--- src/hdl/plint_ram.sv ---
// ---------------------------------------------------------------------------
// plint_ram
// Generic single-write, single-read RAM with a registered read port.
// ---------------------------------------------------------------------------
`default_nettype none

module plint_ram #(
	parameter int WIDTH = 64,
	parameter int DEPTH = 64
) (
	input  wire                      clk,
	input  wire                      we,
	input  wire  [$clog2(DEPTH)-1:0] waddr,
	input  wire  [WIDTH-1:0]         wdata,
	input  wire  [$clog2(DEPTH)-1:0] raddr,
	output logic [WIDTH-1:0]         rdata
);

	logic [WIDTH-1:0] mem_q [DEPTH];

	always_ff @(posedge clk) begin
		if (we) begin
			mem_q[waddr] <= wdata;
		end
		rdata <= mem_q[raddr];
	end

endmodule

`default_nettype wire

--- config.mk ---
export PLATFORM = sky130hd
export DESIGN_NAME = plint_ram
export DESIGN_NICKNAME = d
export VERILOG_FILES = /design/src/hdl/plint_ram.sv
export SDC_FILE = /design/constraint.sdc
export NUM_CORES = 2
export LEC_CHECK = 0
export BUFFER_PORTS_ARGS = -buffer_cell sky130_fd_sc_hd__buf_2
export CELL_PAD_IN_SITES_DETAIL_PLACEMENT = 1
export CELL_PAD_IN_SITES_GLOBAL_PLACEMENT = 2
export CORE_MARGIN = 5
export CORE_UTILIZATION = 30
export CTS_CLUSTER_DIAMETER = 60
export DETAILED_ROUTE_END_ITERATION = 10
export PLACE_DENSITY = 0.61
export SETUP_SLACK_MARGIN = 0.02
export SYNTH_ARGS = -nofsm -noshare
export SYNTH_HDL_FRONTEND = slang
export SYNTH_SLANG_ARGS = --single-unit
--- constraint.sdc ---
create_clock -name clk -period 9.35 [get_ports clk]
set_clock_uncertainty 0.15 [all_clocks]
set_input_delay 0 -clock clk [delete_from_list [all_inputs] [get_ports clk]]
set_output_delay 0 -clock clk [all_outputs]
set_load 0.01 [all_outputs]
# Yosys cells after proc, flatten, opt, wreduce, memory -nomap -nowiden
# Memories as Yosys holds them, arrays and structs flattened. A register that Yosys moved wholly into a read port is not among the register bits.
# Cells that the tools add are included.
# classes
mux,2
# ops
operator,n
1-bit 2-to-1 mux,2
# word_totals
reg_bits,0
mem_bits_rw,4096
input_bits,78
out_inout_bits,64
wordCells,3
mem_count,1
# mem_list
name,words,width,rd,rd_ports_with_merged_regs,write_ports,line_no,source
mem_q,64,64,1,1,1,19,logic [WIDTH-1:0] mem_q [DEPTH];

# Longest topological paths before layout
# logic_depth
ltp_word,2
mapped_depth,9
ltp_nobuf,5

# Worst setup path before layout
# Ideal clock, no wire load.
# synth_path
kind,in2reg
from,input waddr[3]
to,memory mem_q[48][0] (enable)
setup_time_ps,564
t_arrival_ps,4872
required_ps,8636
path_slack_ps,3764
stages,4
n_path_buf,1
path_cell_list,clkbuf_1 -> nor2b_1 -> nand4b_1 -> nor3_1
# synth_lines
item,line_no,source
from (decl),13,"input wire [$clog2(DEPTH)-1:0] waddr,"
to (decl),19,
# Straight into the memory's write port.

==> metrics.txt <==
warnings from Yosys 0; Final WS setup roughly 4900 ps; startpoint types input pin; EDFF count, synth 4096; Async SR Flop Fraction 0%; largest area contributor in the netlist edfxtp_1; Switching Fraction between 20% and 30%; largest cells by area after synthesis edfxtp_1 79%, mux4_2 15%, mux2i_1 0.86%, dfxtp_1 0.82%, a22oi_1 0.81%; Pwr Density 218.0 nW/um^2; initial antenna violation count 29; # hold bufs at CTS 87; main flop type after synthesis edfxtp_1; DRT iter0 DRCs around 7700; initial core utilization 30.05%; DRC 0; largest net degree at the start of global routing between 100 and 150; worst flop-to-flop path endpoint rdata[7]$_DFF_P_; R2R depth 8; Clock transition at path regs approximately 60 ps; drt via density 5.216; setup repair bufs after CTS 0; final wirelength ~480000 um; post_cts resized 0; Switch Pwr about 8600 uW; Mapped Avg Cell Area 23.70 sq um; Mapped Area roughly 160000 sq um; Peak supply drop roughly 0.00016 V; Max Fclk approximately 220 MHz; crit path capture rdata[7]$_DFF_P_; setup tns final 0 ps; layout cells sized above 1 between 20% and 30%; first-pass GRT wire length 661100 um; post-DR wirelength/cell 33.01 um; post-route minimum period 4493 ps; status complete, no violations; area delta synth->final 15.90%; RSZ-0062 raised after global routing no; Worst Max-Slew Pin Slew 1435 ps; Placeable Area approximately 520000 sq um; crit path from raddr[0]; # nets final roughly 7000; Yosys top cell area share 78.67%; CTS Buffer Depth 4; # rows 265; Remaining Overflow, GRT 0; Final Util roughly a third; Slew headroom under 10%; post-synthesis sequential area ratio 79.49%; Routed Antenna Nets 0; most frequent cells in the layout 4096 x edfxtp_1, 1024 x mux4_2, 428 x clkbuf_16, 168 x a22oi_1, 159 x buf_4; CTS tree built; global router's overall resource usage around 17%; Final Hold Viols 0; part of the power in the clock network a little over two fifths; RR Startpoint mem_q[47][7]$_DFFE_PP_; Hold WC Path Type input pin to register; Setup Slack @ Placement between 4000 and 5000 ps; Seq pwr share between 50% and 60%; R2R Setup Slk roughly 6000 ps; Worst Path Arrival approximately 5300 ps; vias in the first global route 79310; Tcrit/Tclk final between 40% and 50%; htree depth 5; fin. max-slew vios 0; CTS Buf Count roughly 420; Critical Path RT 10100 ps; Die H between 700 and 800 um; gpl congestion 0.7448; clock sinks roughly 4200; internal power 30920 uW; final setup vio count 0; most common cell after layout, fill and taps aside edfxtp_1; Root Buffer Master clkbuf_16; Critical Path Fanout Max 80; CP Capture Type register; Synth cell types 33; flops & latches, synth approximately 4200; crit path kind input pin to register; combinational fraction of design power around 4.6%; LEAKAGE 0.05541 uW; syn_nets 6676; Die W approximately 730 um; PortBufs around 140; Ports 142; Hold Path Depth 2; DRT Pass-1 Iters 5; Worst-Skew Late Latency approximately 1000 ps; fillers around 50000; gate count after technology mapping roughly 6600; Pwr Total around 39000 uW; die area roughly 540000 sq um; DR vias 75060; dpl hpwl around 250000 um; Max-Cap Viols 0; worst hold slack approximately 110 ps
worst max-delay path, cell delays in order:
cell and delay (ps):
dlygate4sd3_1 590, buf_12 490, buf_12 540, buf_12 490, mux4_2 600, mux2i_1 180, nand2_1 70, dlygate4sd3_1 580
a31oi_1 210, dlygate4sd3_1 590, a211oi_1 40, dlygate4sd3_1 570
cells by family (layout without fill, tap and decap cells):
| family | count (synthesis) | in the layout | share of synthesized area [%] |
|---|---|---|---|
| compound gates | 504 | 504 | 2.477 |
| other cells | 0 | 19 | 0 |
| mux | 1159 | 1159 | 15.61 |
| buf+inv | 389 | 1222 | 1.180 |
| flops | 4160 | 4160 | 79.49 |
| simple gates | 386 | 386 | 1.240 |
routing by layer:
layer	vias up	GRT usage [%]	wire, um	part of all wire, %
li1	29500	-	-	-
met1	42200	23.07	194700	41
met2	2663	29.89	240200	51
met3	697	2.165	25240	5.3
met4	4	5.118	14900	3.1
met5	-	0	27	0.0057
flip-flops by register name (all words and copies together), names as in the netlist:
| signal | count |
|---|---|
| rdata | 64 |
| mem_q | 4096 |
worst min path at each step:
stage | start | endpoint | slack, ps
detailed placement | rdata[33]$_DFF_P_ | rdata[33] | 260
CTS | wdata[54] | mem_q[30][54]$_DFFE_PP_ | 50
global route | wdata[54] | mem_q[30][54]$_DFFE_PP_ | 160
floorplan | wdata[0] | mem_q[0][0]$_DFFE_PP_ | -50
global placement | rdata[33]$_DFF_P_ | rdata[33] | 260
finish | wdata[47] | mem_q[18][47]$_DFFE_PP_ | 110
cell type report:
type / instances / area (sq um) / area share, %
Antenna cell: 19 / 47.55 / 0.02624
Inverter: 19 / 71.32 / 0.03936
Multi-Input combinational cell: 2049 / 30790 / 16.99
Sequential cell: 4160 / 124300 / 68.59
Timing Repair Buffer: 423 / 3526 / 1.946
Clock inverter: 228 / 2333 / 1.288
Clock buffer: 552 / 11470 / 6.328
Tap cell: 6942 / 8686 / 4.793
power by group through the flow:
stage / Clock (uW) / Sequential [uW] / Combinational [uW]
after CTS: 17300 / 20800 / 1860
after detailed placement: 0 / 21200 / 1810
after global placement: 0 / 21200 / 1780
final: 16900 / 20800 / 1820
after floorplan: 0 / 21100 / 962
after global routing: 18100 / 20800 / 1930
synthesized netlist by cell type, types with 28 or more instances:
cell,number
edfxtp_1,4096
mux4_2,1024
buf_2,170
a22oi_1,168
clkbuf_1,140
mux2i_1,135
nor2_1,112
a22o_1,88
o22ai_1,83
and3_1,64
dfxtp_1,64
a211oi_1,63
nand2_1,58
nand3_1,45
o221ai_1,38
buf_4,34
or3_1,29
nor2b_1,28
or2_2,28
stage by stage:
step                std cells  instance area [sq um]
floorplan                6598                 156300
finish                  14390                 181200
detailed placement      13510                 166500
CTS                     14370                 181200
global placement        13510                 166500
global route            14380                 181200
No activity file was read; power rests on OpenSTA's default activity.
